<file path="src/sv/slr_pkg.sv">
// shared types, constants and widths of the stereo linear resampler
package slr_pkg;

    localparam int K_SAMPLE_W       = 16;
    localparam int K_PHASE_W        = 18;
    localparam int K_RATE_W         = 18;
    localparam int K_MAX_OUT        = 6;
    localparam int K_OUTPUT_RATE_HZ = 48000;
    localparam int K_QUEUE_DEPTH    = 4;
    localparam int K_MAG_W          = 34;  // |cur - prev| * phase
    localparam int K_Q_W            = 16;  // quotient bits of one division
    localparam int K_PADDR_W        = 3;
    localparam int K_PDATA_W        = 32;

    // division by the output rate: 48000 = 375 << 7, the shift is free and
    // the division by 375 is a multiply by ceil(2^34 / 375) then a shift by 34;
    // exact for every dividend below 2^25 since 45812985 * 375 - 2^34 = 191 <= 2^9
    localparam int K_RATE_SHIFT  = 7;
    localparam int K_RECIP_W     = 26;
    localparam int K_RECIP_SHIFT = 34;
    localparam logic [K_RECIP_W-1:0] K_RECIP = K_RECIP_W'(45812985);

    localparam logic [K_RATE_W-1:0] K_RATE_RESET = K_RATE_W'(48000);

    // register index, taken from paddr[2]
    localparam logic K_REG_INPUT_RATE = 1'b0;

    typedef struct packed {
        logic signed [K_SAMPLE_W-1:0] left_in;
        logic signed [K_SAMPLE_W-1:0] right_in;
    } t_in_item;

    typedef struct packed {
        logic signed [K_SAMPLE_W-1:0] left_out;
        logic signed [K_SAMPLE_W-1:0] right_out;
        logic                         last_of_run;
    } t_out_item;

    // one output to compute: the two frames, the phase and the end-of-run flag
    typedef struct packed {
        logic signed [K_SAMPLE_W-1:0] prev_left;
        logic signed [K_SAMPLE_W-1:0] prev_right;
        logic signed [K_SAMPLE_W-1:0] cur_left;
        logic signed [K_SAMPLE_W-1:0] cur_right;
        logic        [K_PHASE_W-1:0]  phase;
        logic                         last;
    } t_job;

endpackage

</file>
<file path="src/sv/slr_front.sv">
// front end: accepts frames, steps the phase and issues one job per output
module slr_front (
    input  logic                          i_clk,
    input  logic                          i_rst_n,
    input  logic [slr_pkg::K_RATE_W-1:0]  i_rate,
    input  logic                          i_in_valid,
    output logic                          o_in_ready,
    input  slr_pkg::t_in_item             i_in_item,
    input  logic                          i_q_full,
    output logic                          o_q_push,
    output slr_pkg::t_job                 o_q_job
);
    import slr_pkg::*;

    localparam logic [K_PHASE_W:0] K_OUT = (K_PHASE_W+1)'(K_OUTPUT_RATE_HZ);
    localparam logic [2:0] K_LAST_CNT = 3'(K_MAX_OUT - 1);

    typedef enum logic [1:0] {
        FS_IDLE = 2'b01,
        FS_GEN  = 2'b10
    } t_front_state;

    t_front_state           r_state, n_state;
    logic [K_PHASE_W-1:0]   r_phase_acc, n_phase_acc;
    logic [K_PHASE_W-1:0]   r_phase, n_phase;
    logic [2:0]             r_cnt, n_cnt;
    t_in_item               r_prev, n_prev;
    t_in_item               r_cur, n_cur;

    logic [K_PHASE_W:0]     w_next;
    logic                   w_past_end;
    logic                   w_last;
    logic                   w_acc_past;

    assign w_next     = {1'b0, r_phase} + {1'b0, i_rate};
    assign w_past_end = (w_next >= K_OUT);
    assign w_last     = w_past_end || (r_cnt == K_LAST_CNT);
    assign w_acc_past = ({1'b0, r_phase_acc} >= K_OUT);

    assign o_in_ready = (r_state == FS_IDLE);

    always_comb begin
        n_state     = r_state;
        n_phase_acc = r_phase_acc;
        n_phase     = r_phase;
        n_cnt       = r_cnt;
        n_prev      = r_prev;
        n_cur       = r_cur;
        o_q_push    = 1'b0;
        o_q_job.prev_left  = r_prev.left_in;
        o_q_job.prev_right = r_prev.right_in;
        o_q_job.cur_left   = r_cur.left_in;
        o_q_job.cur_right  = r_cur.right_in;
        o_q_job.phase      = r_phase;
        o_q_job.last       = w_last;
        unique case (r_state)
            FS_IDLE: begin
                if (i_in_valid) begin
                    if (w_acc_past) begin
                        // decimation: frame makes no output
                        n_phase_acc = K_PHASE_W'({1'b0, r_phase_acc} - K_OUT);
                        n_prev      = i_in_item;
                    end else begin
                        n_cur   = i_in_item;
                        n_phase = r_phase_acc;
                        n_cnt   = '0;
                        n_state = FS_GEN;
                    end
                end
            end
            FS_GEN: begin
                if (!i_q_full) begin
                    o_q_push = 1'b1;
                    if (w_last) begin
                        // a run cut short at the output limit restarts at phase zero
                        n_phase_acc = w_past_end ? K_PHASE_W'(w_next - K_OUT) : '0;
                        n_prev      = r_cur;
                        n_state     = FS_IDLE;
                    end else begin
                        n_phase = w_next[K_PHASE_W-1:0];
                        n_cnt   = r_cnt + 3'd1;
                    end
                end
            end
            default: n_state = FS_IDLE;
        endcase
    end

    always_ff @(posedge i_clk) begin
        if (!i_rst_n) begin
            r_state     <= FS_IDLE;
            r_phase_acc <= '0;
            r_prev      <= '0;
        end else begin
            r_state     <= n_state;
            r_phase_acc <= n_phase_acc;
            r_prev      <= n_prev;
        end
    end

    always_ff @(posedge i_clk) begin
        r_phase <= n_phase;
        r_cnt   <= n_cnt;
        r_cur   <= n_cur;
    end

endmodule

</file>
<file path="src/sv/slr_queue.sv">
// small job queue between the front end and the interpolation back end
module slr_queue #(
    parameter int DEPTH = slr_pkg::K_QUEUE_DEPTH
) (
    input  logic          i_clk,
    input  logic          i_rst_n,
    input  logic          i_push,
    input  slr_pkg::t_job i_wr_data,
    input  logic          i_pop,
    output slr_pkg::t_job o_rd_data,
    output logic          o_full,
    output logic          o_empty
);
    import slr_pkg::*;

    localparam int PTR_W = (DEPTH > 1) ? $clog2(DEPTH) : 1;
    localparam int CNT_W = $clog2(DEPTH + 1);
    localparam logic [PTR_W-1:0] K_PTR_LAST = PTR_W'(DEPTH - 1);
    localparam logic [CNT_W-1:0] K_CNT_FULL = CNT_W'(DEPTH);

    t_job               r_mem [DEPTH];
    logic [PTR_W-1:0]   r_wr_ptr, n_wr_ptr;
    logic [PTR_W-1:0]   r_rd_ptr, n_rd_ptr;
    logic [CNT_W-1:0]   r_count, n_count;

    assign o_full    = (r_count == K_CNT_FULL);
    assign o_empty   = (r_count == '0);
    assign o_rd_data = r_mem[r_rd_ptr];

    always_comb begin
        n_wr_ptr = r_wr_ptr;
        n_rd_ptr = r_rd_ptr;
        n_count  = r_count;
        if (i_push) begin
            n_wr_ptr = (r_wr_ptr == K_PTR_LAST) ? '0 : r_wr_ptr + PTR_W'(1);
        end
        if (i_pop) begin
            n_rd_ptr = (r_rd_ptr == K_PTR_LAST) ? '0 : r_rd_ptr + PTR_W'(1);
        end
        if (i_push && !i_pop) begin
            n_count = r_count + CNT_W'(1);
        end else if (i_pop && !i_push) begin
            n_count = r_count - CNT_W'(1);
        end
    end

    always_ff @(posedge i_clk) begin
        if (!i_rst_n) begin
            r_wr_ptr <= '0;
            r_rd_ptr <= '0;
            r_count  <= '0;
        end else begin
            r_wr_ptr <= n_wr_ptr;
            r_rd_ptr <= n_rd_ptr;
            r_count  <= n_count;
        end
    end

    always_ff @(posedge i_clk) begin
        if (i_push) begin
            r_mem[r_wr_ptr] <= i_wr_data;
        end
    end

endmodule

</file>
<file path="src/sv/slr_back.sv">
// back end: multiply, reciprocal division by the output rate, rounding, output register
module slr_back (
    input  logic              i_clk,
    input  logic              i_rst_n,
    input  logic              i_q_empty,
    output logic              o_q_pop,
    input  slr_pkg::t_job     i_q_job,
    output logic              o_out_valid,
    input  logic              i_out_ready,
    output slr_pkg::t_out_item o_out_item
);
    import slr_pkg::*;

    localparam int K_X_W    = K_MAG_W - K_RATE_SHIFT;
    localparam int K_PROD_W = K_X_W + K_RECIP_W;

    typedef enum logic [4:0] {
        BS_IDLE = 5'b00001,
        BS_MUL  = 5'b00010,
        BS_DIV  = 5'b00100,
        BS_REM  = 5'b01000,
        BS_FIN  = 5'b10000
    } t_back_state;

    // trunc toward zero of prev + sign * (q_mag + remainder / out_rate)
    function automatic logic [K_SAMPLE_W-1:0] fix_result(
        input logic [K_SAMPLE_W-1:0] prev,
        input logic [K_Q_W-1:0]      q_mag,
        input logic                  neg,
        input logic                  rem_nz
    );
        logic [K_SAMPLE_W+1:0] qz;
        logic [K_SAMPLE_W+1:0] qs;
        logic [K_SAMPLE_W+1:0] s;
        logic [K_SAMPLE_W+1:0] r;
        qz = {2'b00, q_mag};
        qs = neg ? ((K_SAMPLE_W+2)'(0) - (qz + (K_SAMPLE_W+2)'(rem_nz))) : qz;
        s  = {{2{prev[K_SAMPLE_W-1]}}, prev} + qs;
        r  = s + (K_SAMPLE_W+2)'(s[K_SAMPLE_W+1] & rem_nz);
        return r[K_SAMPLE_W-1:0];
    endfunction

    // magnitude of cur - prev, 16 bits unsigned, and its sign
    function automatic logic [K_SAMPLE_W:0] diff_mag(
        input logic [K_SAMPLE_W-1:0] prev,
        input logic [K_SAMPLE_W-1:0] cur
    );
        logic [K_SAMPLE_W:0] d;
        logic [K_SAMPLE_W:0] m;
        d = {cur[K_SAMPLE_W-1], cur} - {prev[K_SAMPLE_W-1], prev};
        m = d[K_SAMPLE_W] ? ((K_SAMPLE_W+1)'(0) - d) : d;
        return {d[K_SAMPLE_W], m[K_SAMPLE_W-1:0]};
    endfunction

    t_back_state            r_state, n_state;
    t_job                   r_job;
    logic [K_MAG_W-1:0]     r_prod_l, r_prod_r;
    logic [K_Q_W-1:0]       r_q_l, r_q_r;
    logic                   r_neg_l, r_neg_r;
    logic                   r_rem_nz_l, r_rem_nz_r;
    logic                   r_out_valid;
    t_out_item              r_out_item;

    logic [K_SAMPLE_W:0]    w_dm_l, w_dm_r;
    logic [K_PROD_W-1:0]    w_recip_l, w_recip_r;
    logic [K_MAG_W-1:0]     w_qo_l, w_qo_r;
    logic                   w_load_out;

    assign w_dm_l = diff_mag(r_job.prev_left, r_job.cur_left);
    assign w_dm_r = diff_mag(r_job.prev_right, r_job.cur_right);

    // product is below 2^16 * 48000, so the shifted dividend stays below 2^25
    assign w_recip_l = K_PROD_W'(r_prod_l[K_MAG_W-1:K_RATE_SHIFT]) * K_PROD_W'(K_RECIP);
    assign w_recip_r = K_PROD_W'(r_prod_r[K_MAG_W-1:K_RATE_SHIFT]) * K_PROD_W'(K_RECIP);

    // quotient times the output rate, compared against the product for the remainder
    assign w_qo_l = K_MAG_W'(r_q_l) * K_MAG_W'(K_OUTPUT_RATE_HZ);
    assign w_qo_r = K_MAG_W'(r_q_r) * K_MAG_W'(K_OUTPUT_RATE_HZ);

    assign o_q_pop     = (r_state == BS_IDLE) && !i_q_empty;
    assign w_load_out  = (r_state == BS_FIN) && (!r_out_valid || i_out_ready);
    assign o_out_valid = r_out_valid;
    assign o_out_item  = r_out_item;

    always_comb begin
        n_state = r_state;
        unique case (r_state)
            BS_IDLE: if (!i_q_empty) n_state = BS_MUL;
            BS_MUL:  n_state = BS_DIV;
            BS_DIV:  n_state = BS_REM;
            BS_REM:  n_state = BS_FIN;
            BS_FIN:  if (w_load_out) n_state = BS_IDLE;
            default: n_state = BS_IDLE;
        endcase
    end

    always_ff @(posedge i_clk) begin
        if (!i_rst_n) begin
            r_state     <= BS_IDLE;
            r_out_valid <= 1'b0;
        end else begin
            r_state <= n_state;
            if (w_load_out) begin
                r_out_valid <= 1'b1;
            end else if (i_out_ready) begin
                r_out_valid <= 1'b0;
            end
        end
    end

    always_ff @(posedge i_clk) begin
        if (o_q_pop) begin
            r_job <= i_q_job;
        end
        if (r_state == BS_MUL) begin
            r_prod_l <= K_MAG_W'(w_dm_l[K_SAMPLE_W-1:0]) * K_MAG_W'(r_job.phase);
            r_prod_r <= K_MAG_W'(w_dm_r[K_SAMPLE_W-1:0]) * K_MAG_W'(r_job.phase);
            r_neg_l  <= w_dm_l[K_SAMPLE_W];
            r_neg_r  <= w_dm_r[K_SAMPLE_W];
        end
        if (r_state == BS_DIV) begin
            r_q_l <= w_recip_l[K_RECIP_SHIFT +: K_Q_W];
            r_q_r <= w_recip_r[K_RECIP_SHIFT +: K_Q_W];
        end
        if (r_state == BS_REM) begin
            r_rem_nz_l <= (r_prod_l != w_qo_l);
            r_rem_nz_r <= (r_prod_r != w_qo_r);
        end
        if (w_load_out) begin
            r_out_item.left_out    <= fix_result(r_job.prev_left, r_q_l, r_neg_l,
                                                 r_rem_nz_l);
            r_out_item.right_out   <= fix_result(r_job.prev_right, r_q_r, r_neg_r,
                                                 r_rem_nz_r);
            r_out_item.last_of_run <= r_job.last;
        end
    end

endmodule

</file>
<file path="src/sv/stereo_linear_resampler_unit.sv">
// top level of the stereo linear resampler: config register, front end, job queue, back end
//
//  channel   direction  handshake                      payload
//  input     in         i_in_valid / o_in_ready        i_in_item  (left_in, right_in)
//  output    out        o_out_valid / i_out_ready      o_out_item (left_out, right_out,
//                                                                  last_of_run)
//  config    in         psel, penable, pwrite, pready  paddr, pwdata, prdata
//
// each output passes through the back end in order: queue pop, magnitude multiply,
// reciprocal multiply for the quotient, remainder check, rounding into the output register;
// an item makes n outputs (0 to 6); the back end pops no new job until the last one is loaded
// the front end accepts an item in its idle state, then issues one job per output while the
// queue is not full, so it runs ahead of the back end until the job queue fills
// synchronous active-low reset clears phase, stored frame, queue and output valid;
// the rate register returns to 48000
// a stalled output only stops the back end; the front keeps issuing jobs until the queue
// is full, then holds off the input
module stereo_linear_resampler_unit #(
    parameter int QUEUE_DEPTH    = slr_pkg::K_QUEUE_DEPTH
) (
    input  logic                           i_clk,
    input  logic                           i_rst_n,
    // input frames
    input  logic                           i_in_valid,
    output logic                           o_in_ready,
    input  slr_pkg::t_in_item              i_in_item,
    // output samples at the output rate
    output logic                           o_out_valid,
    input  logic                           i_out_ready,
    output slr_pkg::t_out_item             o_out_item,
    // register port
    input  logic                           psel,
    input  logic                           penable,
    input  logic                           pwrite,
    input  logic [slr_pkg::K_PADDR_W-1:0]  paddr,
    input  logic [slr_pkg::K_PDATA_W-1:0]  pwdata,
    output logic [slr_pkg::K_PDATA_W-1:0]  prdata,
    output logic                           pready
);
    import slr_pkg::*;

    // input rate register, added to the phase once per output
    logic [K_RATE_W-1:0]    r_input_rate;
    logic                   w_cfg_wr;
    logic                   w_reg_hit;

    // queue traffic between front and back
    logic                   w_q_push;
    logic                   w_q_pop;
    logic                   w_q_full;
    logic                   w_q_empty;
    t_job                   w_q_wr_job;
    t_job                   w_q_rd_job;

    assign pready    = 1'b1;
    assign w_reg_hit = (paddr[2] == K_REG_INPUT_RATE);
    assign w_cfg_wr  = psel && penable && pwrite && pready;
    assign prdata    = w_reg_hit ? {{(K_PDATA_W-K_RATE_W){1'b0}}, r_input_rate} : '0;

    always_ff @(posedge i_clk) begin
        if (!i_rst_n) begin
            r_input_rate <= K_RATE_RESET;
        end else if (w_cfg_wr && w_reg_hit) begin
            r_input_rate <= pwdata[K_RATE_W-1:0];
        end
    end

    // front end: phase stepping, decimation and run splitting
    slr_front u_front (
        .i_clk      (i_clk),
        .i_rst_n    (i_rst_n),
        .i_rate     (r_input_rate),
        .i_in_valid (i_in_valid),
        .o_in_ready (o_in_ready),
        .i_in_item  (i_in_item),
        .i_q_full   (w_q_full),
        .o_q_push   (w_q_push),
        .o_q_job    (w_q_wr_job)
    );

    // job queue decouples the two ends
    slr_queue #(
        .DEPTH (QUEUE_DEPTH)
    ) u_queue (
        .i_clk     (i_clk),
        .i_rst_n   (i_rst_n),
        .i_push    (w_q_push),
        .i_wr_data (w_q_wr_job),
        .i_pop     (w_q_pop),
        .o_rd_data (w_q_rd_job),
        .o_full    (w_q_full),
        .o_empty   (w_q_empty)
    );

    // back end: interpolation arithmetic and output register
    slr_back u_back (
        .i_clk       (i_clk),
        .i_rst_n     (i_rst_n),
        .i_q_empty   (w_q_empty),
        .o_q_pop     (w_q_pop),
        .i_q_job     (w_q_rd_job),
        .o_out_valid (o_out_valid),
        .i_out_ready (i_out_ready),
        .o_out_item  (o_out_item)
    );

    // front never pushes into a full queue
    a_no_overflow: assert property (@(posedge i_clk) disable iff (!i_rst_n)
        w_q_push |-> !w_q_full)
        else $error("job pushed into full queue");

    // back never pops an empty queue
    a_no_underflow: assert property (@(posedge i_clk) disable iff (!i_rst_n)
        w_q_pop |-> !w_q_empty)
        else $error("job popped from empty queue");

    // nothing is offered right after reset
    a_reset_quiet: assert property (@(posedge i_clk)
        !i_rst_n |=> !o_out_valid)
        else $error("output valid after reset");

    // a frame is not taken while the front is still issuing jobs for the previous one
    a_front_busy: assert property (@(posedge i_clk) disable iff (!i_rst_n)
        w_q_push |-> !o_in_ready)
        else $error("front ready while issuing jobs");

endmodule
</file>
<file path="config.mk">
export PLATFORM = sky130hd
export DESIGN_NAME = stereo_linear_resampler_unit
export DESIGN_NICKNAME = d
export VERILOG_FILES = /design/src/sv/slr_pkg.sv /design/src/sv/slr_front.sv /design/src/sv/slr_queue.sv /design/src/sv/slr_back.sv /design/src/sv/stereo_linear_resampler_unit.sv
export SDC_FILE = /design/constraint.sdc
export NUM_CORES = 2
export LEC_CHECK = 0
export BUFFER_PORTS_ARGS = -buffer_cell sky130_fd_sc_hd__buf_2
export CORE_ASPECT_RATIO = 1.1
export CORE_UTILIZATION = 30
export DETAILED_ROUTE_END_ITERATION = 8
export SETUP_SLACK_MARGIN = 0.05
export SYNTH_ARGS = -nofsm -noshare
export SYNTH_HDL_FRONTEND = slang
export SYNTH_SLANG_ARGS = --single-unit
</file>
<file path="constraint.sdc">
create_clock -name i_clk -period 11.05 [get_ports i_clk]
set_input_delay 1.105 -clock i_clk [delete_from_list [all_inputs] [get_ports i_clk]]
set_output_delay 1.105 -clock i_clk [all_outputs]
set_load 0.05 [all_outputs]
</file>
==> Word level (Yosys, flattened, before mapping) <==
Memories as Yosys holds them, arrays and structs flattened. A register that Yosys moved wholly into a read port is not among the register bits.
Index checks and enable logic that the tools add are counted.
{ "word_totals": {"input_bits": 74, "reg_bits": 273, "mem_bits_rw": 332, "memories": 1} }
{ "mem_list": {"columns": ["name", "depth", "width", "rd", "rd_ports_with_merged_regs", "write_ports", "line_no", "text"], "rows": [
  ["u_queue.r_mem", 4, 83, 1, 1, 1, "slr_queue.sv:21", "t_job r_mem [DEPTH];"]
]} }
{ "op_classes": {"mul": 6, "bitwise": 4, "reduce_logical": 22, "magnitude_cmp": 2, "add_sub_neg": 20, "mux": 44, "n_eq_ne": 21} }
{ "op_table": {"columns": ["operator", "n"], "rows": [
  ["$mux 18", 12],
  ["$mux 32", 4],
  ["$mul 27x26->50 const B", 2],
  ["$pmux 18 s2", 2],
  ["$mul 16x18->34", 2],
  ["$ne 34x32->1", 2],
  ["$pmux 32 s2", 1],
  ["$mul 16x9->25 const B", 2],
  ["$add 18x18->18", 2],
  ["$sub 1x18->18 const A", 2],
  ["$sub 18x16->18 const B", 2],
  ["$add 16x1->17", 2],
  ["$sub 16x16->17", 2],
  ["$add 16x16->16", 2],
  ["$mux 16", 2],
  ["$sub 1x16->16 const A", 2],
  ["$pmux 5 s5", 1],
  ["$add 18x18->19", 1],
  ["$ge 19x16->1 const B", 1],
  ["$ge 18x16->1 const B", 1],
  ["$mux 3", 6],
  ["$mux 2", 6],
  ["$mux 5", 2],
  ["$ne 2x2->1 const B", 5],
  ["other kinds (26)", 53]
]} }

==> Longest topological paths before layout <==
{ "depth": {"word_depth": 7, "depth_mapped": 41} }

==> Modules after synthesis <==
From an unflattened synthesis, not the netlist that was laid out.
{ "hier_totals": {"hier_cells": 7416, "hier_area_um2": 81190.4} }
{ "by_module_without_submodules": {"columns": ["module", "cells_per_inst", "n_inst", "area_per_inst_um2"], "rows": [
  ["slr_back", 6235, 1, 62028.2],
  ["slr_queue", 477, 1, 12435.7],
  ["slr_front", 589, 1, 5703.0],
  ["stereo_linear_resampler_unit", 115, 1, 1023.5]
]} }

==> Worst setup path before layout <==
Ideal clock, no wire load.
{ "synth_path": {"path_type": "reg2reg", "from": "register u_back.r_job[67] (netlist name)", "to": "register u_back.r_prod_l[32] (data pin)", "arrival_ns": 9.064, "path_stages_with_launch": 38, "slack_ns": 1.712, "setup_ns": 0.274, "path_buffers": 2, "t_required_ns": 10.776, "path_cell_list": "edfxtp_1 > ha_1 > fa_1 > nor2b_1 > o21a_1 > o21a_1 > o41a_1 > a21oi_1 > a2111o_1 > a21o_1 > a31oi_1 > buf_2 > nor2_1 > xor2_1 > clkbuf_1 > nand2_1 > fa_1 > inv_1 > (+2 left out) > inv_1 > fa_1 > inv_1 > fa_1 > inv_1 > fa_1 > inv_1 > ha_1 > o21a_1 > o21ai_0 > a2111oi_0 > o21ai_0 > o21ai_0 > nand2_1 > a41o_1 > and2_1 > o41ai_1 > xor2_1"} }
{ "synth_between": {"elab_chain_len": 4} }
{ "synth_rtl": {"columns": ["item", "line_no", "text"], "rows": [
  ["$sub 16x16->17 *", "slr_back.sv:50", "d = {cur[K_SAMPLE_W-1], cur} - {prev[K_SAMPLE_W-1], prev};"],
  ["$sub 1x16->16", "slr_back.sv:51", "m = d[K_SAMPLE_W] ? ((K_SAMPLE_W+1)'(0) - d) : d;"],
  ["$mux 16 *", "slr_back.sv:51", null],
  ["$mul 16x18->34 *", "slr_back.sv:116", "r_prod_l <= K_MAG_W'(w_dm_l[K_SAMPLE_W-1:0]) * K_MAG_W'(r_job.phase);"],
  ["end signal, assigned", "slr_back.sv:116", null],
  ["end, declared", "slr_back.sv:57", "logic [K_MAG_W-1:0] r_prod_l, r_prod_r;"]
]} }
Every way passes the cells marked *; elsewhere a longest branch is shown, timed or not.
A chain may end at the register's enable or synchronous reset.

==> Worst setup path after layout <==
{ "layout_path": {"from": "register u_back.r_job[67] (netlist name)", "to": "register u_back.r_prod_l[32] (data pin)"} }
{ "layout_between": {"elab_chain_len": 4} }
{ "layout_rtl": {"columns": ["item", "line_no"], "rows": [
  ["$sub 16x16->17 *", "slr_back.sv:50"],
  ["$sub 1x16->16", "slr_back.sv:51"],
  ["$mux 16 *", "slr_back.sv:51"],
  ["$mul 16x18->34 *", "slr_back.sv:116"]
]} }
Marks and branches as above.

==> results.ini <==
[outcome]
status = finished clean

[cts]
cts.sinks = 688
hold_buffers = 0
cts-root-buf = clkbuf_16
cts_buffers = 79
cts_max_path_buffers = 3
postCtsSetupBuffers = 0
clk_latency_ns = 0.69
cts_resized = 0
cts_tree = built
path_clk_slew_ns = 0.06
cts.htree.levels = 3

[routing]
top_layer = met5
drt_iter0_markers = 2600
ant_nets = 0
wl_met1_um = 83500
vias_per_cell = 4.65
drc = 0
routed_wl_um = 185000
first_pass_iters = 7
wl_met2_um = 88900
wire_per_inst_um = 16.9
routed-wl-met3_um = 8760
num_vias = 50900

[critical_path]
reg2reg_to = u_back.r_prod_l[32]$_DFFE_PP_
cp_num_buf_inv = 7
critPathLaunchType = register
crit_slowest_cell = edfxtp_1
timing.critical_path.mode_cell = fa_1
crit_fanout = 14
r2r_cells = 36
critical_path.top_delay_family = adder cells
arrival_ns = 10.69
rrSetupSlack_ns = 0.78
end_kind = register
worstPathRequired_ns = 11.46
rr_startpoint = u_back.r_job[67]$_DFFE_PP_
max_stage_delay_ns = 0.56
crit_type = register to register

[grt]
grt-ovfl-total = 0
grt_max_degree = 73
grtUsageTotal = 0.140
antenna_found_initial = 9
grt_pass1_vias = 54400
grt_pass1_wl_um = 297000

[timing]
slew-limit-headroom = 0.201
period_share = 0.930
final_hold_viol_count = 0
finClkSkew_ns = 0.0622
final.setup.tns_ns = 0
tightest_slew_ns = 1.20
max_freq_mhz = 97.3
setup_violations = 0
min_period_ns = 10.27
rsz0062_at_grt = false
slew_violations = 0

[floorplan]
design.core.area_um2 = 263000
die_h_um = 542
start_util = 0.303
die-area_um2 = 267000
rows = 197
die_w_um = 493
io_pins = 142

[worst_hold_path]
whs_endpoint = u_back.o_out_item[0]$_DFFE_PP_
hold_path.startpoint = u_back.r_job[0]$_DFFE_PP_
whs_path_depth = 0
hold_class = register to register

[final_layout]
multiInputGateArea_um2 = 53000
area_growth_pct = 9.72
ff_latch_area_um2 = 19800
drive_gt1_frac = 0.0633
nets = 9626
fillers = 26400

[placed_design]
place.gp.congestion = 0.869
dp_hpwl_um = 146000
numPortBuffers = 110

[synth]
yosysTopAreaCellShare = 0.300
yosysWarnings = 0
synth.top_cells.by_area = fa_1 (30%), edfxtp_1 (23%), ha_1 (15%), inv_1 (7.5%), nand2_1 (3.1%)
syn_area_um2 = 79500
synth_top_area_cell = fa_1
synth.most_common_cell = inv_1
synthDistinctLibCells = 92
avgSynthCellArea_um2 = 11.0
synth_cells = 7260
ys_seq_area_frac = 0.249
synth_edf_count = 605
ys.flop_type = edfxtp_1
synth_common_cells = inv_1 (1586), fa_1 (1190), ha_1 (978), nand2_1 (660), edfxtp_1 (605)
synth_seq_cells = 688
async_flop_share = 0

[run]
drv_cap = 0

## sequential cells by signal (all words and copies together) (netlist names), 18 cells and up
register,count
u_back.r_job,83
u_back.r_prod_r,34
u_front.r_phase,18
u_front.o_q_job,64
u_front.r_phase_acc,18
u_back.o_out_item,33
u_queue.r_mem,332
r_input_rate,18
u_back.r_prod_l,34
## layout make-up
cell class                      instances  share of cell area
Antenna cell                            4            0.000115
Clock buffer                          103              0.0247
Clock inverter                         45             0.00687
Inverter                             1588              0.0683
Multi-Input combinational cell       4821               0.608
Sequential cell                       688               0.227
Tap cell                             3482              0.0499
Timing Repair Buffer                  206              0.0146
## cell families (layout without fill, tap and decap cells)
logic type	Yosys count	in the layout	synth area share
DFF	688	688	0.249
xor gates and xnor gates	371	371	0.0411
muxes	91	91	0.0248
adders and majority gates	2168	2168	0.454
AOI/OAI and AO/OA	675	675	0.0565
other	2	19	0.0000945
and+or+nand+nor	1501	1501	0.0898
buffers and inverters	1764	1942	0.0849
## per-layer routing
metal,vias to the layer above,global-route usage
met5,-,0
met4,8,0.0315
met3,195,0.0188
met2,1009,0.240
met1,26000,0.188
li1,23600,-
## stage by stage
step                hold slack (ns)   util  cells  setup WS (ns)  instance area (um2)
floorplan                     0.400      -   7273           1.71                79600
global placement              0.440  0.321  10800          0.759                84500
detailed placement            0.444  0.321  10800          0.651                84500
CTS                           0.454  0.332  10900          0.599                87200
global route                  0.454  0.332  10900          0.217                87200
finish                        0.452  0.332  10900          0.776                87200
## worst max path at each step
stage / startpoint / end / slack, ns / cells past startpoint
final: u_back.r_job[67]$_DFFE_PP_ / u_back.r_prod_l[32]$_DFFE_PP_ / 0.78 / 36
after global routing: u_back.r_job[51]$_DFFE_PP_ / u_back.r_prod_r[33]$_DFFE_PP_ / 0.22 / 34
after CTS: u_back.r_job[67]$_DFFE_PP_ / u_back.r_prod_l[32]$_DFFE_PP_ / 0.60 / 36
after detailed placement: u_back.r_job[67]$_DFFE_PP_ / u_back.r_prod_l[32]$_DFFE_PP_ / 0.65 / 36
after global placement: u_back.r_job[67]$_DFFE_PP_ / u_back.r_prod_l[32]$_DFFE_PP_ / 0.76 / 37
after floorplan: u_back.r_job[67]$_DFFE_PP_ / u_back.r_prod_l[32]$_DFFE_PP_ / 1.71 / 37
## cell usage in the layout, fill, tap and decap left out, drive strengths merged, types with 9 or more instances in the layout
master,Yosys,final
inv,1586,1592
fa,1190,1190
ha,978,978
nand2,660,660
edfxtp,605,605
xnor2,261,261
nor2,216,216
buf,48,206
and2,202,202
a21oi,183,183
o21ai,135,135
xor2,110,110
clkbuf,128,103
mux4,84,84
dfxtp,83,83
nor2b,75,75
nand3,71,71
nor3,70,70
a21o,67,67
nand2b,51,51
o21a,45,45
a311oi,41,41
and3,35,35
nand4,30,30
clkinv,2,27
or3,26,26
a31oi,24,24
a211oi,23,23
o21bai,16,16
conb,2,15
o211ai,14,14
or2,13,13
o31ai,13,13
a2111oi,11,11
nor3b,10,10
a22o,9,9
o41ai,9,9
nor4,9,9
a21boi,9,9
Power is left out: the tool's default activity adds up to more than one toggle a clock period on the data nets, which glitch-free logic cannot reach.
